$ cat src/sv/tdf_pkg.sv
// ----------------------------------------------------------------------------
// tdf_pkg: shared types and constants for the tail-drop FIFO link scheduler
// Field widths, register indexes, operation codes and the control bundle
// that drives the shared service-time unit.
// ----------------------------------------------------------------------------
`default_nettype none

package tdf_pkg;

   localparam int TIME_W     = 48;
   localparam int ID_W       = 32;
   localparam int LEN_W      = 16;
   localparam int CAP_W      = 16;
   localparam int TPU_W      = 24;
   localparam int PROD_W     = LEN_W + TPU_W;
   localparam int ENTRY_W    = ID_W + LEN_W;
   localparam int CSR_DATA_W = 32;
   localparam int CSR_ADDR_W = 3;

   localparam logic [TIME_W-1:0] TIME_MAX  = {TIME_W{1'b1}};
   localparam logic [CAP_W-1:0]  CAP_RESET = 16'hFFFF;
   localparam logic [TPU_W-1:0]  TPU_RESET = 24'd256;

   // register index as decoded from csr_paddr[2]
   localparam logic REG_CAPACITY = 1'b0;
   localparam logic REG_TPU      = 1'b1;

   localparam logic OP_ARRIVAL = 1'b0;
   localparam logic OP_FLUSH   = 1'b1;

   typedef struct packed {
      logic              mul_load;
      logic [LEN_W-1:0]  mul_len;
      logic [TIME_W-1:0] add_base;
   } svc_ctrl_type;

endpackage

`default_nettype wire

$ cat src/sv/tdf_ram.sv
// ----------------------------------------------------------------------------
// tdf_ram: generic single-write, single-read RAM
// One write port, one read port, read data registered on rd_en.
// ----------------------------------------------------------------------------
`default_nettype none

module tdf_ram #(
   parameter int WIDTH = 48,
   parameter int DEPTH = 64
) (
   input  wire logic                     clock,
   input  wire logic                     wr_en,
   input  wire logic [$clog2(DEPTH)-1:0] wr_addr,
   input  wire logic [WIDTH-1:0]         wr_data,
   input  wire logic                     rd_en,
   input  wire logic [$clog2(DEPTH)-1:0] rd_addr,
   output logic      [WIDTH-1:0]         rd_data
);

   logic [WIDTH-1:0] mem_ff [DEPTH];
   logic [WIDTH-1:0] rd_data_ff;

   always_ff @(posedge clock) begin
      if (wr_en) begin
         mem_ff[wr_addr] <= wr_data;
      end
      if (rd_en) begin
         rd_data_ff <= mem_ff[rd_addr];
      end
   end

   assign rd_data = rd_data_ff;

endmodule

`default_nettype wire

$ cat src/sv/tdf_svc_unit.sv
// ----------------------------------------------------------------------------
// tdf_svc_unit: shared service-time multiply and saturating time add
// Registers length * time_per_unit, then adds it to a time base with
// saturation at the largest time.
// ----------------------------------------------------------------------------
`default_nettype none

module tdf_svc_unit (
   input  wire logic                        clock,
   input  wire tdf_pkg::svc_ctrl_type       ctrl,
   input  wire logic [tdf_pkg::TPU_W-1:0]   time_per_unit,
   output logic      [tdf_pkg::TIME_W-1:0]  sum
);

   logic [tdf_pkg::PROD_W-1:0] prod_ff;
   logic [tdf_pkg::PROD_W-1:0] prod_in;
   logic [tdf_pkg::TIME_W:0]   wide_sum;

   always_comb begin
      prod_in = prod_ff;
      if (ctrl.mul_load) begin
         prod_in = tdf_pkg::PROD_W'(ctrl.mul_len) * tdf_pkg::PROD_W'(time_per_unit);
      end
   end

   always_ff @(posedge clock) begin
      prod_ff <= prod_in;
   end

   // product is below 2^40, so one carry bit flags overflow
   assign wide_sum = {1'b0, ctrl.add_base} + (tdf_pkg::TIME_W + 1)'(prod_ff);
   assign sum      = wide_sum[tdf_pkg::TIME_W] ? tdf_pkg::TIME_MAX
                                               : wide_sum[tdf_pkg::TIME_W-1:0];

endmodule

`default_nettype wire

$ cat src/sv/tail_drop_fifo_link_scheduler.sv
// ----------------------------------------------------------------------------
// tail_drop_fifo_link_scheduler: output-port FIFO with tail drop and link timing
// Queues packets up to a length capacity and an entry limit, and reports
// each packet's departure time on the link as it leaves.
// ----------------------------------------------------------------------------
// An arrival item first releases, oldest first, every queued packet whose
// departure time is at or before the arrival time, then enqueues the packet
// if it fits (occupancy + length <= capacity and a free entry); otherwise it
// is dropped with no result. A packet longer than the capacity is ignored
// and leaves the state alone. A flush item releases the whole queue. Each
// released packet gives one result item; the final result of an input item
// has last_departure set. Times are 48-bit unsigned, 8 fraction bits, and
// saturate. Steps per item: an arrival that releases nothing passes accept,
// check and enqueue, plus a departure clock restart when the link is idle;
// an oversized arrival or a flush of an empty queue stops after check. Each
// released packet adds head data off the queue RAM, multiply of the next
// head's length by time_per_unit, saturating add and result load, except
// the one that empties the queue: on an arrival the clock restarts from the
// arrival instead of a next head being read, and on a flush only the result
// load follows, with no enqueue. These steps come from the single shared
// multiply/add unit and the registered queue RAM read; a stalled result
// side holds the result load. The block is ready only between items.
// Queue entries need no clearing after reset.
// Registers sit at byte address 0 (buffer_capacity) and 4 (time_per_unit).
// ----------------------------------------------------------------------------
`default_nettype none

module tail_drop_fifo_link_scheduler #(
   parameter int QUEUE_DEPTH = 64
) (
   input  wire logic                              clock,
   input  wire logic                              reset,
   // arrival / flush items
   input  wire logic                              req_valid,
   output logic                                   req_stall,
   input  wire logic                              req_operation,
   input  wire logic [tdf_pkg::TIME_W-1:0]        req_arrival_time,
   input  wire logic [tdf_pkg::ID_W-1:0]          req_packet_id,
   input  wire logic [tdf_pkg::LEN_W-1:0]         req_packet_length,
   // departure items
   output logic                                   rsp_valid,
   input  wire logic                              rsp_stall,
   output logic      [tdf_pkg::TIME_W-1:0]        rsp_depart_time,
   output logic      [tdf_pkg::ID_W-1:0]          rsp_depart_id,
   output logic      [tdf_pkg::LEN_W-1:0]         rsp_depart_length,
   output logic                                   rsp_last_departure,
   // register port
   input  wire logic                              csr_psel,
   input  wire logic                              csr_penable,
   input  wire logic                              csr_pwrite,
   input  wire logic [tdf_pkg::CSR_ADDR_W-1:0]    csr_paddr,
   input  wire logic [tdf_pkg::CSR_DATA_W-1:0]    csr_pwdata,
   output logic      [tdf_pkg::CSR_DATA_W-1:0]    csr_prdata,
   output logic                                   csr_pready
);

   localparam int ADDR_W = $clog2(QUEUE_DEPTH);
   localparam int CNT_W  = $clog2(QUEUE_DEPTH + 1);

   // sequencer states
   localparam logic [2:0] ST_IDLE    = 3'd0;  // waiting for an item
   localparam logic [2:0] ST_CHECK   = 3'd1;  // decide drop / pop / restart
   localparam logic [2:0] ST_POP     = 3'd2;  // head data from RAM, unlink it
   localparam logic [2:0] ST_NXT_MUL = 3'd3;  // new head length * tpu
   localparam logic [2:0] ST_ADD_NXT = 3'd4;  // next_departure += service
   localparam logic [2:0] ST_ADD_ARR = 3'd5;  // next_departure = arrival + service
   localparam logic [2:0] ST_EMIT    = 3'd6;  // load result register
   localparam logic [2:0] ST_ENQ     = 3'd7;  // tail-drop enqueue

   logic [2:0] state_ff, state_in;

   // latched item
   logic                           op_ff, op_in;
   logic [tdf_pkg::TIME_W-1:0]     arr_ff, arr_in;
   logic [tdf_pkg::ID_W-1:0]       id_ff, id_in;
   logic [tdf_pkg::LEN_W-1:0]      len_ff, len_in;

   // queue bookkeeping
   logic [ADDR_W-1:0]              head_ff, head_in;
   logic [ADDR_W-1:0]              tail_ff, tail_in;
   logic [CNT_W-1:0]               count_ff, count_in;
   logic [tdf_pkg::CAP_W-1:0]      occ_ff, occ_in;
   logic [tdf_pkg::TIME_W-1:0]     nd_ff, nd_in;

   // popped packet waiting for its last flag
   logic [tdf_pkg::TIME_W-1:0]     hold_time_ff, hold_time_in;
   logic [tdf_pkg::ID_W-1:0]       hold_id_ff, hold_id_in;
   logic [tdf_pkg::LEN_W-1:0]      hold_len_ff, hold_len_in;
   logic                           pend_ff, pend_in;

   // result register
   logic                           rsp_valid_ff, rsp_valid_in;
   logic [tdf_pkg::TIME_W-1:0]     rsp_time_ff, rsp_time_in;
   logic [tdf_pkg::ID_W-1:0]       rsp_id_ff, rsp_id_in;
   logic [tdf_pkg::LEN_W-1:0]      rsp_len_ff, rsp_len_in;
   logic                           rsp_last_ff, rsp_last_in;

   // configuration
   logic [tdf_pkg::CAP_W-1:0]      cap_ff, cap_in;
   logic [tdf_pkg::TPU_W-1:0]      tpu_ff, tpu_in;
   logic                           csr_we;

   // queue RAM and shared unit
   logic                           ram_we, ram_re;
   logic [ADDR_W-1:0]              ram_raddr;
   logic [tdf_pkg::ENTRY_W-1:0]    ram_wdata, ram_rdata;
   logic [tdf_pkg::ID_W-1:0]       ram_rd_id;
   logic [tdf_pkg::LEN_W-1:0]      ram_rd_len;
   tdf_pkg::svc_ctrl_type          svc_ctrl;
   logic [tdf_pkg::TIME_W-1:0]     svc_sum;

   logic                           more;
   logic                           out_free;
   logic                           fits;
   logic [ADDR_W-1:0]              head_next;
   logic [ADDR_W-1:0]              tail_next;

   assign ram_rd_id  = ram_rdata[tdf_pkg::ENTRY_W-1:tdf_pkg::LEN_W];
   assign ram_rd_len = ram_rdata[tdf_pkg::LEN_W-1:0];
   assign ram_wdata  = {id_ff, len_ff};

   assign head_next = (head_ff == ADDR_W'(QUEUE_DEPTH - 1)) ? '0 : head_ff + 1'b1;
   assign tail_next = (tail_ff == ADDR_W'(QUEUE_DEPTH - 1)) ? '0 : tail_ff + 1'b1;

   // another departure follows the one being reported
   assign more     = (count_ff != '0) && ((op_ff == tdf_pkg::OP_FLUSH) || (nd_ff <= arr_ff));
   assign out_free = !rsp_valid_ff || !rsp_stall;
   assign fits     = (({1'b0, occ_ff} + {1'b0, len_ff}) <= {1'b0, cap_ff})
                     && (count_ff < CNT_W'(QUEUE_DEPTH));

   //--------------------------------------------------------------------------
   // register port: 32-bit data, writes decode on address bit 2
   //--------------------------------------------------------------------------
   assign csr_pready = 1'b1;
   assign csr_we     = csr_psel && csr_penable && csr_pwrite;

   always_comb begin
      cap_in = cap_ff;
      tpu_in = tpu_ff;
      if (csr_we) begin
         case (csr_paddr[2])
            tdf_pkg::REG_CAPACITY: cap_in = csr_pwdata[tdf_pkg::CAP_W-1:0];
            tdf_pkg::REG_TPU:      tpu_in = csr_pwdata[tdf_pkg::TPU_W-1:0];
            default:               cap_in = cap_ff;
         endcase
      end
   end

   // misaligned reads return zero
   always_comb begin
      csr_prdata = '0;
      if (csr_paddr[1:0] == 2'b00) begin
         case (csr_paddr[2])
            tdf_pkg::REG_CAPACITY: csr_prdata = tdf_pkg::CSR_DATA_W'(cap_ff);
            tdf_pkg::REG_TPU:      csr_prdata = tdf_pkg::CSR_DATA_W'(tpu_ff);
            default:               csr_prdata = '0;
         endcase
      end
   end

   //--------------------------------------------------------------------------
   // sequencer
   //--------------------------------------------------------------------------
   always_comb begin
      state_in     = state_ff;
      op_in        = op_ff;
      arr_in       = arr_ff;
      id_in        = id_ff;
      len_in       = len_ff;
      head_in      = head_ff;
      tail_in      = tail_ff;
      count_in     = count_ff;
      occ_in       = occ_ff;
      nd_in        = nd_ff;
      hold_time_in = hold_time_ff;
      hold_id_in   = hold_id_ff;
      hold_len_in  = hold_len_ff;
      pend_in      = pend_ff;
      rsp_valid_in = rsp_valid_ff && rsp_stall;
      rsp_time_in  = rsp_time_ff;
      rsp_id_in    = rsp_id_ff;
      rsp_len_in   = rsp_len_ff;
      rsp_last_in  = rsp_last_ff;
      ram_we       = 1'b0;
      ram_re       = 1'b0;
      ram_raddr    = head_ff;
      svc_ctrl.mul_load = 1'b0;
      svc_ctrl.mul_len  = len_ff;
      svc_ctrl.add_base = nd_ff;

      case (state_ff)
         ST_IDLE: begin
            if (req_valid) begin
               op_in    = req_operation;
               arr_in   = req_arrival_time;
               id_in    = req_packet_id;
               len_in   = req_packet_length;
               state_in = ST_CHECK;
            end
         end
         ST_CHECK: begin
            if (op_ff == tdf_pkg::OP_FLUSH) begin
               if (count_ff != '0) begin
                  ram_re   = 1'b1;
                  state_in = ST_POP;
               end else begin
                  state_in = ST_IDLE;
               end
            end else if (len_ff > cap_ff) begin
               // oversized: ignored outright
               state_in = ST_IDLE;
            end else if (nd_ff <= arr_ff) begin
               if (count_ff != '0) begin
                  ram_re   = 1'b1;
                  state_in = ST_POP;
               end else begin
                  // idle link restarts its clock at the arrival
                  svc_ctrl.mul_load = 1'b1;
                  pend_in  = 1'b0;
                  state_in = ST_ADD_ARR;
               end
            end else begin
               state_in = ST_ENQ;
            end
         end
         ST_POP: begin
            hold_time_in = nd_ff;
            hold_id_in   = ram_rd_id;
            hold_len_in  = ram_rd_len;
            pend_in      = 1'b1;
            count_in     = count_ff - 1'b1;
            head_in      = head_next;
            occ_in       = occ_ff - ram_rd_len;
            if (count_ff != CNT_W'(1)) begin
               ram_re    = 1'b1;
               ram_raddr = head_next;
               state_in  = ST_NXT_MUL;
            end else if (op_ff == tdf_pkg::OP_FLUSH) begin
               state_in = ST_EMIT;
            end else begin
               svc_ctrl.mul_load = 1'b1;
               state_in = ST_ADD_ARR;
            end
         end
         ST_NXT_MUL: begin
            svc_ctrl.mul_load = 1'b1;
            svc_ctrl.mul_len  = ram_rd_len;
            state_in = ST_ADD_NXT;
         end
         ST_ADD_NXT: begin
            nd_in    = svc_sum;
            state_in = ST_EMIT;
         end
         ST_ADD_ARR: begin
            svc_ctrl.add_base = arr_ff;
            nd_in    = svc_sum;
            state_in = pend_ff ? ST_EMIT : ST_ENQ;
         end
         ST_EMIT: begin
            if (out_free) begin
               rsp_valid_in = 1'b1;
               rsp_time_in  = hold_time_ff;
               rsp_id_in    = hold_id_ff;
               rsp_len_in   = hold_len_ff;
               rsp_last_in  = !more;
               if (more) begin
                  ram_re   = 1'b1;
                  state_in = ST_POP;
               end else if (op_ff == tdf_pkg::OP_FLUSH) begin
                  state_in = ST_IDLE;
               end else begin
                  state_in = ST_ENQ;
               end
            end
         end
         ST_ENQ: begin
            if (fits) begin
               ram_we   = 1'b1;
               tail_in  = tail_next;
               count_in = count_ff + 1'b1;
               occ_in   = occ_ff + len_ff;
            end
            state_in = ST_IDLE;
         end
         default: begin
            state_in = ST_IDLE;
         end
      endcase
   end

   always_ff @(posedge clock) begin
      if (reset) begin
         state_ff     <= ST_IDLE;
         head_ff      <= '0;
         tail_ff      <= '0;
         count_ff     <= '0;
         occ_ff       <= '0;
         nd_ff        <= '0;
         pend_ff      <= 1'b0;
         rsp_valid_ff <= 1'b0;
         cap_ff       <= tdf_pkg::CAP_RESET;
         tpu_ff       <= tdf_pkg::TPU_RESET;
      end else begin
         state_ff     <= state_in;
         head_ff      <= head_in;
         tail_ff      <= tail_in;
         count_ff     <= count_in;
         occ_ff       <= occ_in;
         nd_ff        <= nd_in;
         pend_ff      <= pend_in;
         rsp_valid_ff <= rsp_valid_in;
         cap_ff       <= cap_in;
         tpu_ff       <= tpu_in;
      end
   end

   // payload, no reset
   always_ff @(posedge clock) begin
      op_ff        <= op_in;
      arr_ff       <= arr_in;
      id_ff        <= id_in;
      len_ff       <= len_in;
      hold_time_ff <= hold_time_in;
      hold_id_ff   <= hold_id_in;
      hold_len_ff  <= hold_len_in;
      rsp_time_ff  <= rsp_time_in;
      rsp_id_ff    <= rsp_id_in;
      rsp_len_ff   <= rsp_len_in;
      rsp_last_ff  <= rsp_last_in;
   end

   tdf_ram #(
      .WIDTH (tdf_pkg::ENTRY_W),
      .DEPTH (QUEUE_DEPTH)
   ) u_queue_ram (
      .clock   (clock),
      .wr_en   (ram_we),
      .wr_addr (tail_ff),
      .wr_data (ram_wdata),
      .rd_en   (ram_re),
      .rd_addr (ram_raddr),
      .rd_data (ram_rdata)
   );

   tdf_svc_unit u_svc_unit (
      .clock         (clock),
      .ctrl          (svc_ctrl),
      .time_per_unit (tpu_ff),
      .sum           (svc_sum)
   );

   assign req_stall          = (state_ff != ST_IDLE);
   assign rsp_valid          = rsp_valid_ff;
   assign rsp_depart_time    = rsp_time_ff;
   assign rsp_depart_id      = rsp_id_ff;
   assign rsp_depart_length  = rsp_len_ff;
   assign rsp_last_departure = rsp_last_ff;

   //--------------------------------------------------------------------------
   // checks
   //--------------------------------------------------------------------------
   a_count_bound: assert property (@(posedge clock) disable iff (reset)
      count_ff <= CNT_W'(QUEUE_DEPTH))
      else $error("entry count above queue depth");

   a_empty_no_occ: assert property (@(posedge clock) disable iff (reset)
      (count_ff == '0) |-> (occ_ff == '0))
      else $error("empty queue with nonzero occupancy");

   a_pop_nonempty: assert property (@(posedge clock) disable iff (reset)
      (state_ff == ST_POP) |-> (count_ff != '0))
      else $error("pop from empty queue");

   a_ram_one_port: assert property (@(posedge clock) disable iff (reset)
      !(ram_we && ram_re))
      else $error("queue RAM read and write in the same cycle");

endmodule

`default_nettype wire
$ cat config.mk
export PLATFORM = sky130hd
export DESIGN_NAME = tail_drop_fifo_link_scheduler
export DESIGN_NICKNAME = d
export VERILOG_FILES = /design/src/sv/tdf_pkg.sv /design/src/sv/tdf_ram.sv /design/src/sv/tdf_svc_unit.sv /design/src/sv/tail_drop_fifo_link_scheduler.sv
export SDC_FILE = /design/constraint.sdc
export NUM_CORES = 2
export LEC_CHECK = 0
export ABC_AREA = 1
export ABC_CLOCK_PERIOD_IN_PS = 18460
export BUFFER_PORTS_ARGS = -buffer_cell sky130_fd_sc_hd__buf_2
export CAP_MARGIN = 20
export CORE_MARGIN = 4
export CORE_UTILIZATION = 25
export CTS_CLUSTER_SIZE = 20
export DETAILED_ROUTE_END_ITERATION = 6
export GPL_ROUTABILITY_DRIVEN = 0
export SETUP_SLACK_MARGIN = 0.4
export SLEW_MARGIN = 20
export SYNTH_ARGS = -nofsm -noshare
export SYNTH_HDL_FRONTEND = slang
export SYNTH_SLANG_ARGS = --single-unit
$ cat constraint.sdc
create_clock -name clock -period 18.46 [get_ports clock]
set_clock_uncertainty 0.2 [all_clocks]
set_input_delay 0.923 -clock clock [delete_from_list [all_inputs] [get_ports clock]]
set_output_delay 0.923 -clock clock [all_outputs]
set_load 0.005 [all_outputs]
==> out/qor.yml <==
portBuffers: 253
peakVddDrop_mv: 0.186
drtAntennaViolNets: 0
final_nets: 14600
globalRouteTotalUtil: 0.142
start_kind: "flop"
vias: 108000
die_w_um: 810
grt_antenna_before_repair: 28
clockBufferDepth: 4
maxCapViolCount: 0
period_needed_ps: 9400
synth_top_area_frac: 0.644
path_max_fanout: 25
drt_pass1_iterations: 6
clock_latency_ps: 960
fp.coreArea_um2: 642000
wl_um: 489000
fp-row-count: 294
power_frac_clock: 0.270
p_int_mw: 16.4
wl_per_cell_um: 21.4
drc: 0
grt_overflow: 0
synth_ff_type: "edfxtp_1"
yosysMostFrequentCell: "edfxtp_1"
power_mw: 26.6
synth_common_cells: "3450 x edfxtp_1, 2089 x inv_1, 1439 x nand3_1"
tritoncts: "done"
nFillCells: 65200
ys_warn_count: 0
multi_input_area_um2: 43900
combPwrFrac: 0.348
drt-initial-drc-count: 13700
register_area_um2: 106000
cpPeakStageDelay_ps: 990
cts.htree.levels: 5
end_kind: "flop"
synthArstFlopShare: 0
hpwl_um: 276000
cts.sinks: 3578
crit_arrival_ps: 9820
fin_crit_sh: 0.509
maxSlewViolCount: 0
rsz0062_at_grt: "no"
yosys.area.top_type: "edfxtp_1"
synth_area_leaders: "edfxtp_1 64%, inv_1 4.9%, nand3_1 4.5%, o21ai_0 4.1%, fa_1 3.8%"
grt_pass1_vias: 99300
final_util: 0.287
io_pins: 271
powerDensity_nw_per_um2: 145
cts-buffers-inserted: 351
switching_share: 0.384
seq_power_share: 0.382
p_sw_mw: 10.2
cp_data_required_time_ps: 18880
initial_core_util: 0.251
stdcell_count: 22800
holdCritPathClass: "in -> reg"
clock.fmax_ghz: 0.106
dp_cells: 22100
die_y_um: 810
tns_ps: 0
outcome: "finished, final reports clean"
synth-seq-cells: 3578
synthCells: 13800
grt_max_degree: 229
synth_edf_count: 3450
critPathKind: "reg -> reg"
syn-cell-area_um2: 161000
worst_pin_slew_ps: 1200
slowest_stage: "o21ai_0"
area_delta_synth_final_pct: 14.3
grt_pass1_wl_um: 698000
routed_via_density: 4.74
hold_violations: 0
static-leakage-power_nw: 66.9
root_buffer: "clkbuf_16"
synth_seq_area_share: 0.659
critPathMostFrequentCell: "inv_1"
placed_cell_area_um2: 172000
avgSynthCellArea_um2: 11.7
final_area_um2: 184000
cts.clk_slew.worst_paths_ps: 60
final-setup-viol-count: 0
slew_headroom: 0.200
postCtsSetupBuffers: 0
yosys.cell_types.count: 57
drive_gt1_frac: 0.0789
die_area_um2: 657000
critical path, delay by kind of cell (launching register included):
kind / cells / cell delay, ps
AND/OR/NAND/NOR: 10 / 1680
adder cells (fa/ha/maj): 7 / 3070
buffers and inverters: 8 / 1790
AO/OA/AOI/OAI: 4 / 1940
flip-flops: 1 / 460
registers in the layout, indices dropped and copies added (netlist names):
name / flops
hold_len_ff: 16
head_ff: 6
u_svc_unit.prod_ff: 40
arr_ff: 48
rsp_last_departure: 1
rsp_depart_length: 16
tail_ff: 6
rsp_depart_time: 48
op_ff: 1
rsp_depart_id: 32
rsp_valid: 1
pend_ff: 1
count_ff: 7
id_ff: 32
occ_ff: 16
hold_time_ff: 48
len_ff: 16
u_queue_ram.mem_ff: 3072
u_queue_ram.rd_data: 48
nd_ff: 48
cap_ff: 16
state_ff: 3
tpu_ff: 24
hold_id_ff: 32
placed cells by master (no fill, tap or decap), drive strengths merged, types with 150 or more instances in the layout:
cell	count
clkinv	150
o211ai	540
nor2	557
fa	309
buf	495
edfxtp	3450
ha	269
clkbuf	429
nand3	1440
a21oi	896
inv	2114
nand2	1359
o21ai	1586
power groups by stage:
stage / logic (mW) / clock network [mW] / registers [mW]
global placement: 9.10 / 0 / 10.3
CTS: 9.23 / 7.29 / 10.1
detailed placement: 9.17 / 0 / 10.3
floorplan: 5.87 / 0 / 10.5
global route: 10.2 / 7.63 / 10.2
finish: 9.26 / 7.18 / 10.2
layer usage:
metal  part of all wire  up-vias  global-route usage
met3              0.095      868              0.0244
met4              0.038        8              0.0499
met5           0.000076        -                   0
met2               0.44     5299               0.220
li1                   -    48500                   -
met1               0.42    53500               0.200
cell families (layout without fill, tap and decap cells):
| logic type | Yosys count | count (layout) | share of synthesized area |
|---|---|---|---|
| AO/OA/AOI/OAI | 3151 | 3151 | 0.109 |
| AND/OR/NAND/NOR | 3468 | 3468 | 0.0941 |
| XOR/XNOR | 123 | 123 | 0.00669 |
| other | 2 | 39 | 0.0000467 |
| adder cells (fa/ha/maj) | 578 | 578 | 0.0593 |
| flip-flops | 3578 | 3578 | 0.659 |
| buffers and inverters | 2903 | 3297 | 0.0717 |
worst paths after layout:
path | start | end | slack [ps] | depth (start not counted)
max | state_ff[0] | u_svc_unit.prod_ff[35] | 9060 | 29
min | req_arrival_time[38] | arr_ff[38] | 70 | 1
min reg2reg | hold_time_ff[10] | rsp_depart_time[10] | 210 | 0
max reg2reg | state_ff[0] | u_svc_unit.prod_ff[35] | 9060 | 29
cell type report:
cell class | count | share of cell area
flip-flops and latches | 3578 | 0.577
clock buffers | 429 | 0.0504
diodes | 30 | 0.000408
clock inverters | 203 | 0.0109
repair buffers | 554 | 0.0213
well taps | 8584 | 0.0584
inverters | 2111 | 0.0433
multi-input cells | 7329 | 0.238
timing repair:
| action | 4_1_cts | 5_1_grt |
|---|---|---|
| hold buffers | 59 | 0 |
| gates resized for setup | 0 | 0 |
| hold endpoints to repair | 59 | 0 |
per-stage QoR:
stage	worst slack, ps	hold slack [ps]
2_1_floorplan	9330	200
3_3_place_gp	9390	203
3_5_place_dp	9330	205
4_1_cts	9240	1.99
5_1_grt	8760	21.9
6_report	9060	70.6
Power figures use the tool's default switching activity.
